==> config.mk <==
export PLATFORM = sky130hd
export DESIGN_NAME = periodic_timing_wheel_top
export DESIGN_NICKNAME = d
export VERILOG_FILES = /design/src/rtl/ptw_pkg.sv /design/src/rtl/ptw_front.sv /design/src/rtl/ptw_back.sv /design/src/rtl/periodic_timing_wheel_top.sv
export SDC_FILE = /design/constraint.sdc
export NUM_CORES = 1
export LEC_CHECK = 0
export ABC_AREA = 1
export BUFFER_PORTS_ARGS = -buffer_cell sky130_fd_sc_hd__buf_2
export CAP_MARGIN = 20
export CORE_MARGIN = 5
export CORE_UTILIZATION = 45
export DETAILED_ROUTE_END_ITERATION = 6
export PLACE_DENSITY_LB_ADDON = 0.1
export SLEW_MARGIN = 25
export SYNTH_ARGS = -nofsm -noshare
export SYNTH_HDL_FRONTEND = slang
export SYNTH_HIERARCHICAL = 1
export SYNTH_SLANG_ARGS = --single-unit
==> constraint.sdc <==
create_clock -name clk -period 3.9 [get_ports clk]
set_input_delay 0.78 -clock clk [delete_from_list [all_inputs] [get_ports clk]]
set_output_delay 0.78 -clock clk [all_outputs]
set_load 0.005 [all_outputs]
==> src/rtl/ptw_pkg.sv <==
// ----------------------------------------------------------------------------
// ptw_pkg
// shared types, constants and the re-arm function of the periodic timing wheel
// ----------------------------------------------------------------------------
package ptw_pkg;

	// wheel geometry, slot count is a power of two
	localparam int SLOT_BITS  = 3;
	localparam int SLOTS      = 1 << SLOT_BITS;

	// task table, one entry per 4-bit task id
	localparam int TASK_BITS  = 4;
	localparam int MAX_TASKS  = 16;
	localparam int PER_BITS   = 16;

	// command queue between front and back
	localparam int QUEUE_BITS  = 2;
	localparam int QUEUE_DEPTH = 1 << QUEUE_BITS;

	// request codes on the input channel
	localparam logic [1:0] REQ_ADD    = 2'd0;
	localparam logic [1:0] REQ_REMOVE = 2'd1;
	localparam logic [1:0] REQ_TICK   = 2'd2;

	// classified operations carried by the queue
	localparam logic [1:0] OP_NONE   = 2'd0;
	localparam logic [1:0] OP_ADD    = 2'd1;
	localparam logic [1:0] OP_REMOVE = 2'd2;
	localparam logic [1:0] OP_TICK   = 2'd3;

	typedef struct packed {
		logic [1:0]          req_type;
		logic [TASK_BITS-1:0] task_id;
		logic [PER_BITS-1:0]  period;
	} ptw_in_t;

	typedef struct packed {
		logic [TASK_BITS-1:0] expired_task;
		logic                 last_of_run;
	} ptw_out_t;

	typedef struct packed {
		logic [1:0]           op;
		logic [TASK_BITS-1:0] task_id;
		logic [PER_BITS-1:0]  period;
	} ptw_cmd_t;

	typedef struct packed {
		logic                 busy;
		logic [MAX_TASKS-1:0] fire_mask;
	} ptw_back_sts_t;

	typedef struct packed {
		logic [SLOT_BITS-1:0] slot;
		logic [PER_BITS-1:0]  rounds;
	} ptw_arm_t;

	// slot = (period + pos) mod SLOTS, rounds = ceil(period / SLOTS) - 1, or 0 for a zero period
	function automatic ptw_arm_t ptw_arm(input logic [PER_BITS-1:0] period,
			input logic [SLOT_BITS-1:0] pos);
		ptw_arm_t             r;
		logic [PER_BITS-1:0]  pm1;
		pm1      = period - PER_BITS'(1);
		r.slot   = period[SLOT_BITS-1:0] + pos;
		r.rounds = (period == '0) ? '0 : (pm1 >> SLOT_BITS);
		return r;
	endfunction

endpackage

==> src/rtl/ptw_front.sv <==
// ----------------------------------------------------------------------------
// ptw_front
// accepts request items, classifies them and queues the ones that do work
// ----------------------------------------------------------------------------
module ptw_front import ptw_pkg::*; (
	input  logic     clk,
	input  logic     arst_n,
	input  logic     req_valid,
	output logic     req_ready,
	input  ptw_in_t  req,
	output logic     q_valid,
	input  logic     q_ready,
	output ptw_cmd_t q_cmd
);

	ptw_cmd_t               queue_q [QUEUE_DEPTH];
	logic [QUEUE_BITS-1:0]  wr_ptr_q;
	logic [QUEUE_BITS-1:0]  rd_ptr_q;
	logic [QUEUE_BITS:0]    count_q;
	ptw_cmd_t               cmd;
	logic                   id_ok;
	logic                   push;
	logic                   pop;

	// ids beyond the table are dropped here
	assign id_ok = ({1'b0, req.task_id} < (TASK_BITS + 1)'(MAX_TASKS));

	always_comb begin
		cmd.task_id = req.task_id;
		cmd.period  = req.period;
		unique case (req.req_type)
			REQ_ADD:    cmd.op = id_ok ? OP_ADD : OP_NONE;
			REQ_REMOVE: cmd.op = id_ok ? OP_REMOVE : OP_NONE;
			REQ_TICK:   cmd.op = OP_TICK;
			default:    cmd.op = OP_NONE;
		endcase
	end

	assign req_ready = (count_q != (QUEUE_BITS + 1)'(QUEUE_DEPTH));
	assign push      = req_valid && req_ready && (cmd.op != OP_NONE);
	assign q_valid   = (count_q != '0);
	assign pop       = q_valid && q_ready;
	assign q_cmd     = queue_q[rd_ptr_q];

	always_ff @(posedge clk) begin
		if (push) begin
			queue_q[wr_ptr_q] <= cmd;
		end
	end

	always_ff @(posedge clk or negedge arst_n) begin
		if (!arst_n) begin
			wr_ptr_q <= '0;
			rd_ptr_q <= '0;
			count_q  <= '0;
		end else begin
			if (push) begin
				wr_ptr_q <= wr_ptr_q + QUEUE_BITS'(1);
			end
			if (pop) begin
				rd_ptr_q <= rd_ptr_q + QUEUE_BITS'(1);
			end
			if (push && !pop) begin
				count_q <= count_q + (QUEUE_BITS + 1)'(1);
			end else if (pop && !push) begin
				count_q <= count_q - (QUEUE_BITS + 1)'(1);
			end
		end
	end

endmodule

==> src/rtl/ptw_back.sv <==
// ----------------------------------------------------------------------------
// ptw_back
// task table, wheel position, tick processing and expired-id emission
// ----------------------------------------------------------------------------
module ptw_back import ptw_pkg::*; (
	input  logic          clk,
	input  logic          arst_n,
	input  logic          q_valid,
	output logic          q_ready,
	input  ptw_cmd_t      q_cmd,
	output logic          rsp_valid,
	input  logic          rsp_ready,
	output ptw_out_t      rsp,
	output ptw_back_sts_t sts
);

	localparam logic ST_IDLE = 1'b0;
	localparam logic ST_EMIT = 1'b1;

	logic [0:0]           state_q;
	logic [MAX_TASKS-1:0] placed_q;
	logic [MAX_TASKS-1:0] pending_q;
	logic [PER_BITS-1:0]  period_q [MAX_TASKS];
	logic [SLOT_BITS-1:0] slot_q   [MAX_TASKS];
	logic [PER_BITS-1:0]  rounds_q [MAX_TASKS];
	logic [SLOT_BITS-1:0] pos_q;
	logic [MAX_TASKS-1:0] fire_q;
	logic                 out_valid_q;
	ptw_out_t             out_q;

	logic [SLOT_BITS-1:0] pos_next;
	logic [MAX_TASKS-1:0] hit;
	logic [MAX_TASKS-1:0] fire;
	ptw_arm_t             arm [MAX_TASKS];
	logic                 take;
	logic                 out_free;
	logic                 emit;
	logic [MAX_TASKS-1:0] low_bit;
	logic [TASK_BITS-1:0] low_idx;
	logic                 low_last;

	assign q_ready  = (state_q == ST_IDLE);
	assign take     = q_valid && q_ready;
	assign pos_next = pos_q + SLOT_BITS'(1);
	assign out_free = !out_valid_q || rsp_ready;
	assign emit     = (state_q == ST_EMIT) && out_free;

	// slot match and expiry for every entry at the new position
	always_comb begin
		for (int i = 0; i < MAX_TASKS; i++) begin
			hit[i]  = placed_q[i] && (slot_q[i] == pos_next);
			fire[i] = hit[i] && (rounds_q[i] == '0);
			arm[i]  = ptw_arm(period_q[i], pos_next);
		end
	end

	// lowest pending expiry goes out first
	assign low_bit  = fire_q & (~fire_q + MAX_TASKS'(1));
	assign low_last = ((fire_q & ~low_bit) == '0);

	always_comb begin
		low_idx = '0;
		for (int i = MAX_TASKS - 1; i >= 0; i--) begin
			if (fire_q[i]) begin
				low_idx = TASK_BITS'(i);
			end
		end
	end

	always_ff @(posedge clk) begin
		if (take) begin
			unique case (q_cmd.op)
				OP_ADD: begin
					period_q[q_cmd.task_id] <= q_cmd.period;
				end
				OP_TICK: begin
					for (int i = 0; i < MAX_TASKS; i++) begin
						if (fire[i] || pending_q[i]) begin
							slot_q[i]   <= arm[i].slot;
							rounds_q[i] <= arm[i].rounds;
						end else if (hit[i]) begin
							rounds_q[i] <= rounds_q[i] - PER_BITS'(1);
						end
					end
				end
				default: ;
			endcase
		end
		if (emit) begin
			out_q.expired_task <= low_idx;
			out_q.last_of_run  <= low_last;
		end
	end

	always_ff @(posedge clk or negedge arst_n) begin
		if (!arst_n) begin
			state_q     <= ST_IDLE;
			placed_q    <= '0;
			pending_q   <= '0;
			pos_q       <= '0;
			fire_q      <= '0;
			out_valid_q <= 1'b0;
		end else begin
			if (out_free) begin
				out_valid_q <= emit;
			end
			unique case (state_q)
				ST_IDLE: begin
					if (take) begin
						unique case (q_cmd.op)
							OP_ADD: begin
								pending_q[q_cmd.task_id] <= 1'b1;
								placed_q[q_cmd.task_id]  <= 1'b0;
							end
							OP_REMOVE: begin
								placed_q[q_cmd.task_id] <= 1'b0;
							end
							OP_TICK: begin
								pos_q     <= pos_next;
								placed_q  <= placed_q | pending_q;
								pending_q <= '0;
								fire_q    <= fire;
								if (fire != '0) begin
									state_q <= ST_EMIT;
								end
							end
							default: ;
						endcase
					end
				end
				ST_EMIT: begin
					if (emit) begin
						fire_q <= fire_q & ~low_bit;
						if (low_last) begin
							state_q <= ST_IDLE;
						end
					end
				end
				default: state_q <= ST_IDLE;
			endcase
		end
	end

	assign rsp_valid     = out_valid_q;
	assign rsp           = out_q;
	assign sts.busy      = (state_q == ST_EMIT);
	assign sts.fire_mask = fire_q;

endmodule

==> src/rtl/periodic_timing_wheel_top.sv <==
// ----------------------------------------------------------------------------
// periodic_timing_wheel_top
// hashed timing wheel with round counts for up to sixteen periodic tasks
// ----------------------------------------------------------------------------
// an add or remove waits in the command queue and takes effect when the back takes it;
//   a tick's expired ids are offered through the registered output stage
// throughput: one add or remove per cycle while the back end is idle; a tick that
//   fires holds it until its ids are out, one per cycle while the output is free
// reset: arst_n clears task flags, wheel position, command queue and output
module periodic_timing_wheel_top import ptw_pkg::*; (
	input  logic     clk,
	input  logic     arst_n,
	input  logic     req_valid,
	output logic     req_ready,
	input  ptw_in_t  req,
	output logic     rsp_valid,
	input  logic     rsp_ready,
	output ptw_out_t rsp
);

	// classified commands between the front and the back
	logic          q_valid;
	logic          q_ready;
	ptw_cmd_t      q_cmd;
	ptw_back_sts_t back_sts;

	// front: takes every request item, drops unknown codes and bad ids,
	// keeps up to four commands so the input side runs ahead of a long tick
	ptw_front u_front (
		.clk       (clk),
		.arst_n    (arst_n),
		.req_valid (req_valid),
		.req_ready (req_ready),
		.req       (req),
		.q_valid   (q_valid),
		.q_ready   (q_ready),
		.q_cmd     (q_cmd)
	);

	// back: applies each add or remove, or a tick update of the whole table,
	// then sends one expired id per cycle in ascending order while the output
	// register is free
	ptw_back u_back (
		.clk       (clk),
		.arst_n    (arst_n),
		.q_valid   (q_valid),
		.q_ready   (q_ready),
		.q_cmd     (q_cmd),
		.rsp_valid (rsp_valid),
		.rsp_ready (rsp_ready),
		.rsp       (rsp),
		.sts       (back_sts)
	);

`ifndef SYNTHESIS
	// the queue never carries a dropped request
	assert property (@(posedge clk) disable iff (!arst_n)
		q_valid |-> (q_cmd.op != OP_NONE))
		else $error("queue holds a dropped request");

	// while emitting there is always an expired task left to send
	assert property (@(posedge clk) disable iff (!arst_n)
		back_sts.busy |-> (back_sts.fire_mask != '0))
		else $error("emitting with no expired task");

	// an item that is not the last of its run is followed at once
	assert property (@(posedge clk) disable iff (!arst_n)
		(rsp_valid && rsp_ready && !rsp.last_of_run) |=> rsp_valid)
		else $error("run of expired items broken");

	// no new command is taken while a run is being emitted
	assert property (@(posedge clk) disable iff (!arst_n)
		back_sts.busy |-> !q_ready)
		else $error("command taken during emission");
`endif

endmodule

[Word-level counts from Yosys, hierarchy flattened]
Memories as Yosys holds them, arrays and structs flattened.
Index checks and enable logic that the tools add are counted.
Word-level totals
  memories: 4
  memory bits (writable): 648
  output and inout port bits: 7
  register bits after elaboration: 65
Cells by class
  bitwise operators: 25
  reduce and logical (&&, ||, !) cells: 107
  eq/ne operators: 25
  add/sub/neg operators: 54
  muxes and demuxes: 213
  $lt $le $gt $ge: 2
Memory list
  u_back.period_q: depth 16, width 16, read ports 16, clocked after Yosys merged registers in 0, wr ports 1, RTL line ptw_back.sv:23  | logic [PER_BITS-1:0] period_q [MAX_TASKS];
  u_back.rounds_q: depth 16, width 16, read ports 16, clocked after Yosys merged registers in 0, wr ports 16, RTL line ptw_back.sv:25  | logic [PER_BITS-1:0] rounds_q [MAX_TASKS];
  u_front.queue_q: depth 4, width 22, read ports 1, clocked after Yosys merged registers in 0, wr ports 1, RTL line ptw_front.sv:16  | ptw_cmd_t queue_q [QUEUE_DEPTH];
  u_back.slot_q: depth 16, width 3, read ports 16, clocked after Yosys merged registers in 0, wr ports 16, RTL line ptw_back.sv:24  | logic [SLOT_BITS-1:0] slot_q [MAX_TASKS];
Operators by type and width (number)
  zero test 16 bit: 33
  subtractor 16 x 1 -> 16 bit, second input constant: 32
  2-to-1 mux 16 bit: 19
  2-to-1 mux 13 bit: 16
  2-to-1 mux 1 bit: 156
  case mux 16 bit (2 select lines): 3
  adder 3 bit: 16
  bitwise AND 16 bit: 3
  equality test 3 bit: 16
  NOT 16 bit: 3
  logical AND 1 bit: 39
  2-to-1 mux 4 bit: 8
  OR 16 bit: 2
  2-to-1 mux 3 bit: 6
  logical OR 1 bit: 17
  adder 16 x 1 -> 16 bit, second input constant: 1
  OR 1 bit: 16
  nonzero test 16 bit: 1
  AND reduction 3 bit: 4
  nonzero test 2 bit: 4
  OR reduction 8 bit: 1
  adder 3 x 1 -> 3 bit, second input constant: 2
  equality test 2 bit, second input constant: 3
  != test 2 bit, second input constant: 3
  other kinds (16): 22

[Longest topological paths before layout]
  word-level depth: 15
  gate-level depth with buffers: 15
  mapped depth without buffers: 15

[Hierarchy]
Netlist, hierarchy kept.
Modules (own cells, without submodules)
  ptw_back: instances 1, cells an instance 3404, area an instance 33233.1 sq um
  ptw_front: instances 1, cells an instance 325, area an instance 4040.1 sq um

[Worst setup path before layout]
Ideal clock, no wire load.
  path type: flip-flop to flip-flop
  start point: reg u_back.pos_q[0]
  end point: mem u_back.rounds_q[9][0], in the netlist u_back/rounds_q[1][16], enable pin
  clock period less this slack: 3.237 ns
  setup time: 0.394 ns
  data arrival time: 2.843 ns
  stages on the path, launching flop included: 11
  path slack: 0.663 ns
  path buffers: 1
  cells stage by stage: dfrtp_1 > ha_1 > inv_2 > buf_2 > nand2_1 > nand2_1 > nor3_2 > nand2_2 > nor3_4 > nor2_2 > a21oi_1
RTL lines
  from (decl): RTL line ptw_back.sv:26  | logic [SLOT_BITS-1:0] pos_q;
  from (signal assigned): RTL line ptw_back.sv:119  | pos_q <= pos_next;
  to (decl): RTL line ptw_back.sv:25

==> run summary <==
Entering global routing, the biggest net connects 61 pins. Max-cap violations in this run came to 0. The first-pass detailed-route iteration total came out at 5. The logs give 0.832 for the routability congestion estimate from global placement and 57.7 mm for the placed wire-length estimate after detailed placement. Together, buffers and inverters on the worst path number 2.

The number of levels in the clock H-tree was 3; the total core area was 82100 sq um. For the number of max-slew violations in the final report, the log shows 0. Traced cell by cell, the critical path runs through ha_1, inv_2, o21ai_0, nor2_1, nand2b_1, nor2_1, nor2_1, nand2_1, inv_1, nand2_1, o21ai_0.

After clock tree synthesis, the clock-pin slew on the worst setup and hold paths is 0.06 ns. The boundary pin count is 33. Clock tree synthesis found a total of 713 sinks. The total count of hold-check failures in the final report was 0. The count of nets left with antenna violations once routing finished came out at 0. The clock arrives with 0.0225 ns of skew. Clock latency on the worst-skew pair, taken at its later pin, is 0.64 ns.

Buffers inserted during clock tree synthesis total 82. The finished cells cover 41500 sq um. The routed wirelength normalized by instance count is 17.0 um, and the total of buffers placed on input and output ports is 32. Summing all placed instances gives a cell area of 38800 sq um. The worst hold-check path type is in -> async. The critical path is of the reg -> reg type. The logs give 0 for the post-cts sizing count and 133 mm for the wire length of the first global-routing pass. In this run the core area contains 105 standard-cell rows. Final layout net count: 3941.

The die covers 88700 sq um. Dividing total power by cell area gives a power density of 647 nW/um^2. From synthesis to final layout, the design area changed by 11.4%. Setup repair after global routing left no endpoint under its margin. In the routed layout, each cell is associated on average with a via count of 5.08.

The worst path in the final design needs a cycle of 2.97 ns, including I/O delays and setup. The die is 298 um wide. Synthesis produced a netlist with a net count of 3829.

The run gives 26.9 mW as the total chip power. For the pin with the worst max-slew slack, the measured transition is 1.08 ns. The tools report the worst relative slew slack as 0.281. Root cell of the clock tree: sky130_fd_sc_hd__clkbuf_16. Counting the fill cells in the layout gives 7498. Synthesis produced 3728 cells. After clock tree synthesis, the flow added hold-fix buffers numbering 0. The worst setup path is captured at a flop. Static timing analysis puts the maximum clock frequency at 337 MHz. Via count of the first global-routing pass: 24500. The worst setup path is launched from a flop. After the first detailed-routing iteration, the DRC count stood at 1691. VDD sags by at most 0.596 mV. Leaving out fill and tap cells, the most frequent cells in the layout are 689 x sky130_fd_sc_hd__nand2_1, 653 x sky130_fd_sc_hd__edfxtp_1, 493 x sky130_fd_sc_hd__nor2_1, 419 x sky130_fd_sc_hd__inv_1, 167 x sky130_fd_sc_hd__xor2_1.

The logs give 4.29 ns for the worst path required time and 6 for the count of yosys warnings during synthesis. Leaving out fill and tap cells, the most frequent cell in the layout is sky130_fd_sc_hd__nand2_1. The number of setup buffers added after CTS is 0.

The biggest cell delay along the critical path was 0.54 ns; the final setup violation count was 0. Wires add up to 84.5 mm. On the critical path, the stage with the largest delay is an instance of sky130_fd_sc_hd__nand2_1. In this run the worst path has a maximum fanout of 32.

The flow ran to the end, and the final reports show no timing, DRC or antenna violations. After global routing the overflow that remains totals 0. The layout cell share with drive strength beyond 1 was 0.100.

For this run, design rule violations remaining after detail routing come to 0. Counting stages on the worst path, the most repeated cell is sky130_fd_sc_hd__nor2_1. TritonCTS built the clock tree. The run gives 3 as the maximum buffer depth of the clock tree. Data on the critical path arrives at its endpoint at 3.35 ns. Detailed routing inserted a total of 25300 vias.

Adding up every negative setup slack in the final design gives 0 ns. The global routing usage summed across all routing layers came out at 0.188. The logs give 37300 sq um for the total standard cell area after synthesis and 11 for the initial antenna violation count.

In this run the vertical extent of the chip is 298 um. Cell family with the largest share of critical-path delay: simple AND/OR/NAND/NOR gates. After layout, the worst setup slack is 0.935 ns. The analysis attributes to cell leakage a power of 15.9 nW. Each instance of the synthesized netlist takes up on average 10.0 sq um. The part of the cycle the worst path needs came out at 0.760. Timing analysis after detailed placement gives a worst setup slack of 0.879 ns. The tools report the starting density of the core as 0.454.
cell type report:
cell class	instances	area, sq um	share of cell area
multi-input combinational	2513	14000	0.338
clock inverter	46	468	0.0113
inverter	434	1630	0.0392
timing repair buffer	96	718	0.0173
clock buffer	107	2220	0.0534
antenna	2	5.00	0.000121
sequential	713	21100	0.508
tap	1070	1340	0.0322
state kept, by name, indices dropped and copies added (netlist names), 3 cells and up:
register	flops
u_back/pos_q	3
u_back/rsp	5
u_back/fire_q	16
u_back/period_q	256
u_back/placed_q	16
u_front/count_q	3
u_back/slot_q	48
u_front/queue_q	88
u_back/rounds_q	256
u_back/pending_q	16
metal layers:
| layer | GRT usage | up-vias | routed length [um] |
|---|---|---|---|
| met3 | 0.0274 | 124 | 4030 |
| met4 | 0.0489 | 4 | 2010 |
| met5 | 0 | - | 27 |
| met1 | 0.267 | 11800 | 39700 |
| li1 | - | 12900 | - |
| met2 | 0.307 | 464 | 38700 |
final timing paths:
path / from / end / slack (ns) / cells after the start
worst max-delay path: u_back/pos_q[0]$_DFFE_PN0P_ / u_back/rounds_q[0][4]$_DFFE_PP_ / 0.93 / 11
worst min-delay path: arst_n / u_front/wr_ptr_q[0]$_DFFE_PN0P_ / 0.25 / 1
worst max register to register: u_back/pos_q[0]$_DFFE_PN0P_ / u_back/rounds_q[0][4]$_DFFE_PP_ / 0.93 / 11
worst min register to register: u_back/placed_q[13]$_DFFE_PN0P_ / u_back/placed_q[13]$_DFFE_PN0P_ / 0.51 / 2
max in group asynchronous: arst_n / u_back/fire_q[13]$_DFFE_PN0P_ / 3.03 / 1
min in group clk: req[14] / u_front/queue_q[3][14]$_DFFE_PP_ / 0.35 / 1
through the flow:
step / hold WS, ns / instances / util
after CTS: 0.247 / 4979 / 0.506
after global routing: 0.289 / 4979 / 0.506
after global placement: 0.485 / 4826 / 0.473
after floorplan: 0.457 / 3728 / -
final: 0.246 / 4981 / 0.506
after detailed placement: 0.489 / 4826 / 0.473
power by group:
part / switching [mW] / internal [mW] / total [mW]
clock network: 3.18 / 4.45 / 7.63
registers: 0.619 / 10.5 / 11.1
logic: 5.90 / 2.25 / 8.15
total: 9.70 / 17.2 / 26.9
No activity file was read; power rests on OpenSTA's default activity.
